===== src/ffss_pkg.sv =====
// Shared types, tags and constants for the font file section scanner.
`default_nettype none

package ffss_pkg;

    // Width of the byte position counter and section start pointers
    localparam int POSITION_BITS = 32;

    typedef logic [POSITION_BITS-1:0] pos_t;

    // Fixed file signature length and the mask with every section present
    localparam int          SIG_LEN   = 12;
    localparam logic [6:0]  ALL_FOUND = 7'h7F;

    // Section tags as they read big-endian from the stream
    localparam logic [31:0] TAG_DATA = 32'h4441_5441;
    localparam logic [31:0] TAG_PTSZ = 32'h5054_535A;
    localparam logic [31:0] TAG_MAXW = 32'h4D41_5857;
    localparam logic [31:0] TAG_MAXH = 32'h4D41_5848;
    localparam logic [31:0] TAG_ASCE = 32'h4153_4345;
    localparam logic [31:0] TAG_DESC = 32'h4445_5343;
    localparam logic [31:0] TAG_CHIX = 32'h4348_4958;

    // Found mask bits
    localparam int FLAG_CHIX = 0;
    localparam int FLAG_DESC = 1;
    localparam int FLAG_ASCE = 2;
    localparam int FLAG_MAXH = 3;
    localparam int FLAG_MAXW = 4;
    localparam int FLAG_PTSZ = 5;
    localparam int FLAG_DATA = 6;

    // Kind of section whose two value bytes are being captured
    typedef logic [2:0] kind_t;
    localparam kind_t KIND_NONE = 3'd0;
    localparam kind_t KIND_PTSZ = 3'd1;
    localparam kind_t KIND_MAXW = 3'd2;
    localparam kind_t KIND_MAXH = 3'd3;
    localparam kind_t KIND_ASCE = 3'd4;
    localparam kind_t KIND_DESC = 3'd5;
    localparam int    NUM_VALUES = 5;

    // Result status codes
    typedef logic [1:0] status_t;
    localparam status_t STATUS_OK       = 2'd0;
    localparam status_t STATUS_BAD_SIG  = 2'd1;
    localparam status_t STATUS_MISSING  = 2'd2;

    // One input beat
    typedef struct packed {
        logic [7:0] data_byte;
        logic       last;
    } byte_beat_t;

    // One result beat
    typedef struct packed {
        status_t     status;
        logic [6:0]  found_mask;
        logic [15:0] point_size;
        logic [15:0] max_width;
        logic [15:0] max_height;
        logic [15:0] ascent;
        logic [15:0] descent;
        logic [31:0] index_offset;
        logic [31:0] index_length;
    } result_beat_t;

    // Expected signature byte at a given position
    function automatic logic [7:0] sig_byte(input logic [3:0] idx);
        logic [7:0] val;
        unique case (idx)
            4'd0:    val = 8'h46;
            4'd1:    val = 8'h49;
            4'd2:    val = 8'h4C;
            4'd3:    val = 8'h45;
            4'd4:    val = 8'h00;
            4'd5:    val = 8'h00;
            4'd6:    val = 8'h00;
            4'd7:    val = 8'h04;
            4'd8:    val = 8'h50;
            4'd9:    val = 8'h46;
            4'd10:   val = 8'h46;
            4'd11:   val = 8'h32;
            default: val = 8'h00;
        endcase
        return val;
    endfunction

endpackage

`default_nettype wire


===== src/font_file_section_scanner_top.sv =====
// Font file section scanner: signature check, section walk and result buffer.
// A result is registered into the output entry, or the skid entry while that is full, as its byte is accepted.
// Throughput: one byte per cycle; a two-entry result buffer takes output stalls,
// and byte_stall rises only while both entries hold results.
// Reset: rst_n clears the scan state and the buffer at once; no clearing pass.
// The scan also returns to its reset state after every byte marked last.
`default_nettype none

module font_file_section_scanner_top (
    input  wire                        clk,
    input  wire                        rst_n,
    input  wire                        byte_valid,
    output logic                       byte_stall,
    input  ffss_pkg::byte_beat_t       byte_data,
    output logic                       result_valid,
    input  wire                        result_stall,
    output ffss_pkg::result_beat_t     result_data
);

    import ffss_pkg::*;

    // Scan state
    pos_t        byte_position_reg, byte_position_next;
    pos_t        next_start_reg, next_start_next;
    logic [31:0] tag_shift_reg, tag_shift_next;
    logic [31:0] length_shift_reg, length_shift_next;
    kind_t       current_kind_reg, current_kind_next;
    logic [15:0] value_shift_reg, value_shift_next;
    logic [1:0]  value_count_reg, value_count_next;
    logic [6:0]  flags_reg, flags_next;
    logic [15:0] captured_reg [NUM_VALUES];
    logic [15:0] captured_next [NUM_VALUES];
    pos_t        index_position_reg, index_position_next;
    logic [31:0] index_size_reg, index_size_next;
    logic        finished_reg, finished_next;
    logic        sig_passed_reg, sig_passed_next;

    // Result buffer
    logic         out_valid_reg, out_valid_next;
    logic         skid_valid_reg, skid_valid_next;
    result_beat_t out_reg, out_next;
    result_beat_t skid_reg, skid_next;

    logic         accept;
    logic         res_valid;
    status_t      res_status;
    result_beat_t res_beat;
    logic         restart;
    logic [7:0]   b;
    logic         last;
    pos_t         d;
    logic [31:0]  length_new;
    kind_t        kind;

    assign accept = byte_valid && !byte_stall;
    assign b      = byte_data.data_byte;
    assign last   = byte_data.last;
    assign d      = byte_position_reg - next_start_reg;
    assign length_new = {length_shift_reg[23:0], b};

    // Advance the scan by one accepted byte
    always_comb
    begin
        byte_position_next  = byte_position_reg;
        next_start_next     = next_start_reg;
        tag_shift_next      = tag_shift_reg;
        length_shift_next   = length_shift_reg;
        current_kind_next   = current_kind_reg;
        value_shift_next    = value_shift_reg;
        value_count_next    = value_count_reg;
        flags_next          = flags_reg;
        captured_next       = captured_reg;
        index_position_next = index_position_reg;
        index_size_next     = index_size_reg;
        finished_next       = finished_reg;
        sig_passed_next     = sig_passed_reg;
        res_valid           = 1'b0;
        res_status          = STATUS_OK;
        restart             = 1'b0;
        kind                = KIND_NONE;

        if (accept)
        begin
            if (finished_reg)
            begin
                // Drop bytes until the end of the file
                restart = last;
            end
            else
            begin
                if (!sig_passed_reg)
                begin
                    // Check the fixed signature
                    if ((byte_position_reg >= pos_t'(SIG_LEN)) ||
                        (b != sig_byte(byte_position_reg[3:0])))
                    begin
                        res_valid  = 1'b1;
                        res_status = STATUS_BAD_SIG;
                    end
                    else if (byte_position_reg == pos_t'(SIG_LEN - 1))
                    begin
                        sig_passed_next = 1'b1;
                    end
                    else if (last)
                    begin
                        res_valid  = 1'b1;
                        res_status = STATUS_BAD_SIG;
                    end
                end
                else
                begin
                    // Shift in a value byte and store it on the second one
                    if (value_count_reg != 2'd0)
                    begin
                        value_shift_next = {value_shift_reg[7:0], b};
                        value_count_next = value_count_reg - 2'd1;
                        if (value_count_reg == 2'd1)
                        begin
                            for (int k = 0; k < NUM_VALUES; k++)
                            begin
                                if (current_kind_reg == kind_t'(k + 1))
                                begin
                                    captured_next[k] = value_shift_next;
                                end
                            end
                            current_kind_next = KIND_NONE;
                        end
                    end

                    // Collect the section header
                    if (d[POSITION_BITS-1:3] == '0)
                    begin
                        if (!d[2])
                        begin
                            tag_shift_next = {tag_shift_reg[23:0], b};
                        end
                        else
                        begin
                            length_shift_next = length_new;
                            if (d[1:0] == 2'd3)
                            begin
                                if (tag_shift_reg == TAG_DATA)
                                begin
                                    flags_next[FLAG_DATA] = 1'b1;
                                    res_valid  = 1'b1;
                                    res_status = (flags_next == ALL_FOUND) ?
                                                 STATUS_OK : STATUS_MISSING;
                                end
                                else
                                begin
                                    unique case (tag_shift_reg)
                                        TAG_PTSZ:
                                        begin
                                            flags_next[FLAG_PTSZ] = 1'b1;
                                            kind = KIND_PTSZ;
                                        end
                                        TAG_MAXW:
                                        begin
                                            flags_next[FLAG_MAXW] = 1'b1;
                                            kind = KIND_MAXW;
                                        end
                                        TAG_MAXH:
                                        begin
                                            flags_next[FLAG_MAXH] = 1'b1;
                                            kind = KIND_MAXH;
                                        end
                                        TAG_ASCE:
                                        begin
                                            flags_next[FLAG_ASCE] = 1'b1;
                                            kind = KIND_ASCE;
                                        end
                                        TAG_DESC:
                                        begin
                                            flags_next[FLAG_DESC] = 1'b1;
                                            kind = KIND_DESC;
                                        end
                                        TAG_CHIX:
                                        begin
                                            flags_next[FLAG_CHIX] = 1'b1;
                                            index_position_next = next_start_reg;
                                            index_size_next     = length_new;
                                        end
                                        default:
                                        begin
                                            kind = KIND_NONE;
                                        end
                                    endcase
                                    if (kind != KIND_NONE)
                                    begin
                                        current_kind_next = kind;
                                        value_shift_next  = 16'h0000;
                                        value_count_next  = 2'd2;
                                    end
                                    next_start_next = next_start_reg +
                                                      pos_t'(length_new) +
                                                      pos_t'(8);
                                end
                            end
                        end
                    end
                end

                // Close out the file on its last byte
                if (!res_valid && last)
                begin
                    res_valid  = 1'b1;
                    res_status = (flags_next == ALL_FOUND) ? STATUS_OK : STATUS_MISSING;
                end

                byte_position_next = byte_position_reg + pos_t'(1);
                if (res_valid)
                begin
                    finished_next = 1'b1;
                end
                restart = last;
            end
        end

        // Build the result from the updated state
        res_beat.status       = res_status;
        res_beat.found_mask   = flags_next;
        res_beat.point_size   = captured_next[0];
        res_beat.max_width    = captured_next[1];
        res_beat.max_height   = captured_next[2];
        res_beat.ascent       = captured_next[3];
        res_beat.descent      = captured_next[4];
        res_beat.index_offset = 32'(index_position_next);
        res_beat.index_length = index_size_next;

        // Return to the reset state for the next file
        if (restart)
        begin
            byte_position_next  = '0;
            next_start_next     = pos_t'(SIG_LEN);
            tag_shift_next      = '0;
            length_shift_next   = '0;
            current_kind_next   = KIND_NONE;
            value_shift_next    = '0;
            value_count_next    = 2'd0;
            flags_next          = '0;
            for (int k = 0; k < NUM_VALUES; k++)
            begin
                captured_next[k] = '0;
            end
            index_position_next = '0;
            index_size_next     = '0;
            finished_next       = 1'b0;
            sig_passed_next     = 1'b0;
        end
    end

    // Hold scan state
    always_ff @(posedge clk or negedge rst_n)
    begin
        if (!rst_n)
        begin
            byte_position_reg  <= '0;
            next_start_reg     <= pos_t'(SIG_LEN);
            tag_shift_reg      <= '0;
            length_shift_reg   <= '0;
            current_kind_reg   <= KIND_NONE;
            value_shift_reg    <= '0;
            value_count_reg    <= 2'd0;
            flags_reg          <= '0;
            for (int k = 0; k < NUM_VALUES; k++)
            begin
                captured_reg[k] <= '0;
            end
            index_position_reg <= '0;
            index_size_reg     <= '0;
            finished_reg       <= 1'b0;
            sig_passed_reg     <= 1'b0;
        end
        else
        begin
            byte_position_reg  <= byte_position_next;
            next_start_reg     <= next_start_next;
            tag_shift_reg      <= tag_shift_next;
            length_shift_reg   <= length_shift_next;
            current_kind_reg   <= current_kind_next;
            value_shift_reg    <= value_shift_next;
            value_count_reg    <= value_count_next;
            flags_reg          <= flags_next;
            captured_reg       <= captured_next;
            index_position_reg <= index_position_next;
            index_size_reg     <= index_size_next;
            finished_reg       <= finished_next;
            sig_passed_reg     <= sig_passed_next;
        end
    end

    // Move results through the output and skid entries
    always_comb
    begin
        out_valid_next  = out_valid_reg;
        skid_valid_next = skid_valid_reg;
        out_next        = out_reg;
        skid_next       = skid_reg;

        if (out_valid_reg && !result_stall)
        begin
            if (skid_valid_reg)
            begin
                out_next        = skid_reg;
                skid_valid_next = 1'b0;
            end
            else
            begin
                out_valid_next = 1'b0;
            end
        end

        if (res_valid)
        begin
            if (!out_valid_next)
            begin
                out_next       = res_beat;
                out_valid_next = 1'b1;
            end
            else
            begin
                skid_next       = res_beat;
                skid_valid_next = 1'b1;
            end
        end
    end

    // Hold buffer valid bits
    always_ff @(posedge clk or negedge rst_n)
    begin
        if (!rst_n)
        begin
            out_valid_reg  <= 1'b0;
            skid_valid_reg <= 1'b0;
        end
        else
        begin
            out_valid_reg  <= out_valid_next;
            skid_valid_reg <= skid_valid_next;
        end
    end

    // Hold buffer payload
    always_ff @(posedge clk)
    begin
        out_reg  <= out_next;
        skid_reg <= skid_next;
    end

    assign byte_stall   = skid_valid_reg;
    assign result_valid = out_valid_reg;
    assign result_data  = out_reg;

endmodule

`default_nettype wire


===== config.mk =====
export PLATFORM = sky130hd
export DESIGN_NAME = font_file_section_scanner_top
export DESIGN_NICKNAME = d
export VERILOG_FILES = /design/src/ffss_pkg.sv /design/src/font_file_section_scanner_top.sv
export SDC_FILE = /design/constraint.sdc
export NUM_CORES = 1
export LEC_CHECK = 0
export ABC_AREA = 1
export BUFFER_PORTS_ARGS = -buffer_cell sky130_fd_sc_hd__clkbuf_2
export CAP_MARGIN = 20
export CORE_UTILIZATION = 40
export CTS_BUF_LIST = sky130_fd_sc_hd__clkbuf_8
export CTS_CLUSTER_SIZE = 12
export DETAILED_ROUTE_END_ITERATION = 8
export SETUP_SLACK_MARGIN = 0.3
export SLEW_MARGIN = 5
export SYNTH_ARGS = -nofsm -noshare
export SYNTH_HDL_FRONTEND = slang
export SYNTH_SLANG_ARGS = --single-unit

===== constraint.sdc =====
create_clock -name clk -period 12.6 [get_ports clk]
set_input_delay 1.26 -clock clk [delete_from_list [all_inputs] [get_ports clk]]
set_output_delay 1.26 -clock clk [all_outputs]
set_load 0.05 [all_outputs]

## Yosys cells after proc, flatten, opt, wreduce, memory -nomap -nowiden

Memories as Yosys holds them, arrays and structs flattened.
Cells that the tools add are included.

- Bits in registers: 602
- Output and inout bits: 155
- ROM bits: 112
- Memories: 1
- Input bits: 13
- Logic and storage cells: 246

Memories:

| name | words | bits a word | rd ports | clocked after memory_dff | wr ports | RTL line | source |
|---|---|---|---|---|---|---|---|
| (no name shown) | 16 | 7 | 1 | 0 | 0 | ffss_pkg.sv:71 | `unique case (idx)` |

- $lt $le $gt $ge: 1
- Reductions and logical operators: 21
- $add $sub $neg: 5
- Mux-type cells: 160
- Equality and inequality tests: 21

Operator list:

| cell | number |
|---|---|
| $mux 32 | 35 |
| $mux 153 | 4 |
| $mux 80 | 6 |
| $mux 16 | 15 |
| $eq 32x31->1 const B | 7 |
| $mux 24 | 6 |
| $mux 7 | 9 |
| $mux 3 | 18 |
| $mux 1 | 42 |
| $mux 2 | 20 |
| $add 32x1->32 const B | 1 |
| $add 32x32->32 | 1 |
| $add 32x4->32 const B | 1 |
| $eq 32x4->1 const B | 1 |
| $ge 32x4->1 const B | 1 |
| $sub 32x32->32 | 1 |
| $logic_not 29->1 | 1 |
| $mux 8 | 3 |
| $pmux 3 s5 | 1 |
| $reduce_bool 2->1 | 6 |
| $reduce_and 5->1 | 2 |
| $ne 8x8->1 | 1 |
| $eq 7x7->1 const B | 1 |
| $reduce_and 7->1 | 1 |
| 16 further kinds | 24 |

## Longest topological paths before layout

- Word-level depth: 19
- Depth in mapped cells: 25
- Depth with buffers taken out: 24

## Worst setup path after synthesis

No wires, ideal clock.

- Path type: flip-flop to flip-flop
- From: register byte_position_reg[0]
- To: register skid_reg[0] (netlist bit) (enable)
- Path buffers: 0
- Period minus slack after synthesis: 9.430 ns
- Setup time: 0.667 ns
- Stages on the path, launching flop included: 21
- Data arrival time: 8.762 ns
- Slack: 3.170 ns
- Required time: 11.933 ns
- Cell sequence: dfrtp_1 -> inv_1 -> ha_1 -> fa_1 -> inv_1 -> nand2_1 -> nand2_1 -> nand3_1 -> nand2_2 -> nand2_1 -> nand2_1 -> nand2_1 -> nand3_1 -> nand2_1 -> nor2_1 -> nand3_1 -> nor2_1 -> nand3_2 -> nand3_2 -> nand2_1 -> nor2_1

- Word-level cells in the longest chain between the ends: 18
- Elaborated cells between the ends (all ways): 27
- Classes of those cells: add/sub: 1; order compare: 1; eq/ne: 3; mux: 16; reduce/logical: 5; memory: 1

RTL lines:

| element | RTL line | source |
|---|---|---|
| from (decl) | font_file_section_scanner_top.sv:23 | `pos_t byte_position_reg, byte_position_next;` |
| from (signal assigned) | font_file_section_scanner_top.sv:276 | `byte_position_reg <= byte_position_next;` |
| branches (longest 7 deep; another with $sub 32x32->32) | -- |  |
| $mux 1 * | font_file_section_scanner_top.sv:91 | `if (!sig_passed_reg)` |
| $mux 1 * | font_file_section_scanner_top.sv:84 | `if (finished_reg)` |
| $mux 1 * | font_file_section_scanner_top.sv:82 | `if (accept)` |
| $logic_not 1->1 | font_file_section_scanner_top.sv:204 | `if (!res_valid && last)` |
| $logic_and 1x1->1 | font_file_section_scanner_top.sv:204 |  |
| $mux 1 * | font_file_section_scanner_top.sv:204 |  |
| $mux 1 * | font_file_section_scanner_top.sv:84 |  |
| $mux 1 * | font_file_section_scanner_top.sv:82 |  |
| $mux 1 * | font_file_section_scanner_top.sv:84 |  |
| $mux 1 * | font_file_section_scanner_top.sv:82 |  |
| $reduce_and 2->1 (no source line) * | -- |  |
| to (signal assigned) | font_file_section_scanner_top.sv:347 | `skid_reg <= skid_next;` |
| to (decl) | font_file_section_scanner_top.sv:42 | `result_beat_t skid_reg, skid_next;` |

Every way passes the cells marked *. The select of a mux whose other input is x is not followed.
A chain may end at the register's enable or synchronous reset.

==> metrics.yaml <==
numPlacedInstances: 4552
r2r-end: "result_data[25]$_DFF_P_"
vias: 23623
synth_seq_cells: 594
post-synth-top-area-cell: "dfrtp_1"
clkSlewWorstSetupHoldPaths_ns: 0.06
p_leak_uw: 0.0169
cts_resized: 0
synth_cell_types: 55
synthMuxAreaShare: 0.000343
synth_compound_area_frac: 0.130
wl_per_cell_um: 16.8
pwr_density_cell_nw_per_um2: 227
portBuffers: 167
drive_gt1_frac: 0.119
overflow: 0
layoutNonFillerInstCount: 4736
tritoncts: "built"
crit_top_cell: "nand2_1"
cts_sinks: 594
critPathLaunchType: "flip-flop"
core-area_um2: 71900
end_kind: "flip-flop"
synthToLayoutAreaGrowth_pct: 12.0
utilization: 0.455
die_y_um: 272
dr.pass1.iters: 7
crit_fanout: 90
ys_top_cells_by_area: "dfrtp_1 (25%), edfxtp_1 (16%), dfxtp_1 (10%), nand2_1 (9.6%), inv_1 (7.5%)"
post-route-period-util: 0.396
synthArstFlopShare: 0.485
worst_ep_required_time_ns: 13.22
setup_tns_ns: 0
drc: 0
max_stage_delay_ns: 0.80
crit_path_start: "byte_position_reg[0]$_DFFE_PN0P_"
synth_common_cells: "nand2_1 (745), inv_1 (584), nor2_1 (384)"
cpMaxStageDelayCell: "buf_4"
yosysWarnings: 0
syn_area_per_cell_um2: 8.22
p_seq_frac: 0.361
finalSetupViolations: 0
die_x_um: 272
switching_share: 0.447
cts_inserted_buffers: 97
grt_max_degree: 154
fin_skew_ns: 0.0369
synth_edf_count: 153
synth_top_family_by_area: "simple AND/OR/NAND/NOR gates"
pwr-share-comb: 0.416
fmax_mhz: 200
clockPowerShare: 0.223
rsz0062_at_grt: "no"
post_drt_via_cell_ratio: 4.99
globalplace.congestion: 0.922
htreeDepth: 3
crit_arrival_ns: 5.61
fp.dieArea_um2: 74100
max-slew-margin-rel: 0.215
postRouteWirelength_um: 79400
fin_crit_ns: 4.99
grt_pass1_vias: 22101
yosys.area_share.adder: 0.0430
hold_viol: 0
layout.nets: 3813
critPathKind: "reg2reg"
synthCells: 3552
clkLatencyLatePin_ns: 0.73
grt_pass1_wl_um: 126000
rows: 98
maxCapViolations: 0
p_sw_uw: 3320
syn_area_um2: 29200
p_int_uw: 4110
synth_xor_area_frac: 0.0117
synth_top_area_share: 0.245
irDropWorstVdd_v: 0.000209
status: "complete, no violations"
synthSimpleGateAreaFrac: 0.208
ant_nets: 0
synthFlopType: "dfrtp_1"
synth_fp_nets: 3664
ys_seq_area_frac: 0.509
antenna_found_initial: 3
max_slew.worst_pin.slew_ns: 1.18
reg2reg_setup_slack_ns: 7.61
start_util: 0.406
cts_setup_buffers: 0
crit_chain: "inv_1 > ha_1 > fa_1 > inv_1 > nand2_1 > nand2_1 > nand3_1 > nand2_2 > nand2_1 > nand2_1 > nand2_1 > nand2_1 > inv_1 > nand3_1 > nor2_1 > nand3_1 > nor2_1 > nand3_2 > nand3_2 > nand3_4 > buf_4 > buf_4 > o211ai_1 > o21ai_1"
ff2ff_path_depth: 24
clock_path_buffers: 3
yosysMostFrequentCell: "nand2_1"
hpwlAfterDp_um: 55100
track_usage: 0.215
reg2reg_from: "byte_position_reg[0]$_DFFE_PN0P_"
finalMaxSlewViolations: 0
ios: 168
clock-root-buffer: "clkbuf_8"
hold_buffers: 0
drt_iter0_markers: 1749
min-delay-path-class: "in2async"
==> power by group through the flow <==
stage	logic, uW	registers (uW)	clock network (uW)
global route	3380	2730	1780
detailed placement	3090	2720	0
finish	3090	2690	1650
global placement	3080	2720	0
CTS	3100	2690	1700
floorplan	1520	3450	0
==> cells in the final DEF (no fill, tap or decap), types with 110 or more instances in the layout <==
cell type	instances
clkbuf_2	166
clkbuf_8	111
dfrtp_1	286
dfxtp_1	153
edfxtp_1	153
inv_1	635
nand2_1	743
nand3_1	110
nor2_1	383
o21ai_0	201
==> layer usage <==
layer	vias to the layer above	global-route usage	part of all wire
li1	11851	-	-
met1	11141	0.320	0.49
met2	522	0.321	0.44
met3	105	0.0338	0.050
met4	4	0.0614	0.020
met5	-	0	0.00034
==> how the worst max path moves through the flow <==
| stage | end | cells after the start | slack [ns] |
|---|---|---|---|
| 2_1_floorplan | skid_reg[0]$_DFFE_PP_ | 20 | 3.17 |
| 3_3_place_gp | result_data[54]$_DFF_P_ | 14 | 7.27 |
| 3_5_place_dp | result_data[53]$_DFF_P_ | 14 | 7.22 |
| 4_1_cts | result_data[25]$_DFF_P_ | 24 | 7.64 |
| 5_1_grt | result_data[4]$_DFF_P_ | 24 | 7.14 |
| 6_report | result_data[25]$_DFF_P_ | 24 | 7.61 |
==> final cells by class <==
cell class	instances	area, um2
antenna	2	5.00
clock buffer	111	1530
clock inverter	71	390
fill	7209	39200
inverter	587	2210
multi-input combinational	2233	11500
sequential	594	14900
tap	950	1190
timing repair buffer	188	1020
==> logic make-up after synthesis <==
| group | after synthesis |
|---|---|
| AND/OR/NAND/NOR | 1440 |
| buffers and inverters | 725 |
| adder cells (fa/ha/maj) | 99 |
| multiplexers | 1 |
| XOR/XNOR | 39 |
| flip-flops | 594 |
| AO/OA/AOI/OAI | 654 |
==> metrics by stage <==
step | cell area, um2 | hold slack, ns | power, uW | worst slack, ns
after floorplan | 29200 | 0.453 | 4980 | 3.17
after global placement | 30800 | 0.471 | 5800 | 7.27
after global routing | 32700 | 0.503 | 7890 | 7.14
after detailed placement | 30800 | 0.472 | 5810 | 7.22
after CTS | 32700 | 0.483 | 7490 | 7.64
final | 32700 | 0.481 | 7430 | 7.61
==> worst max-delay path, delay by kind of cell (launching register included) <==
kind | cells | cell delay [ns]
AO/OA/AOI/OAI | 2 | 0.32
adder cells (fa/ha/maj) | 2 | 0.67
buffers and inverters | 5 | 1.86
flip-flops | 1 | 0.43
AND/OR/NAND/NOR | 15 | 1.49
Note: power is estimated with default switching activity, not from simulation.
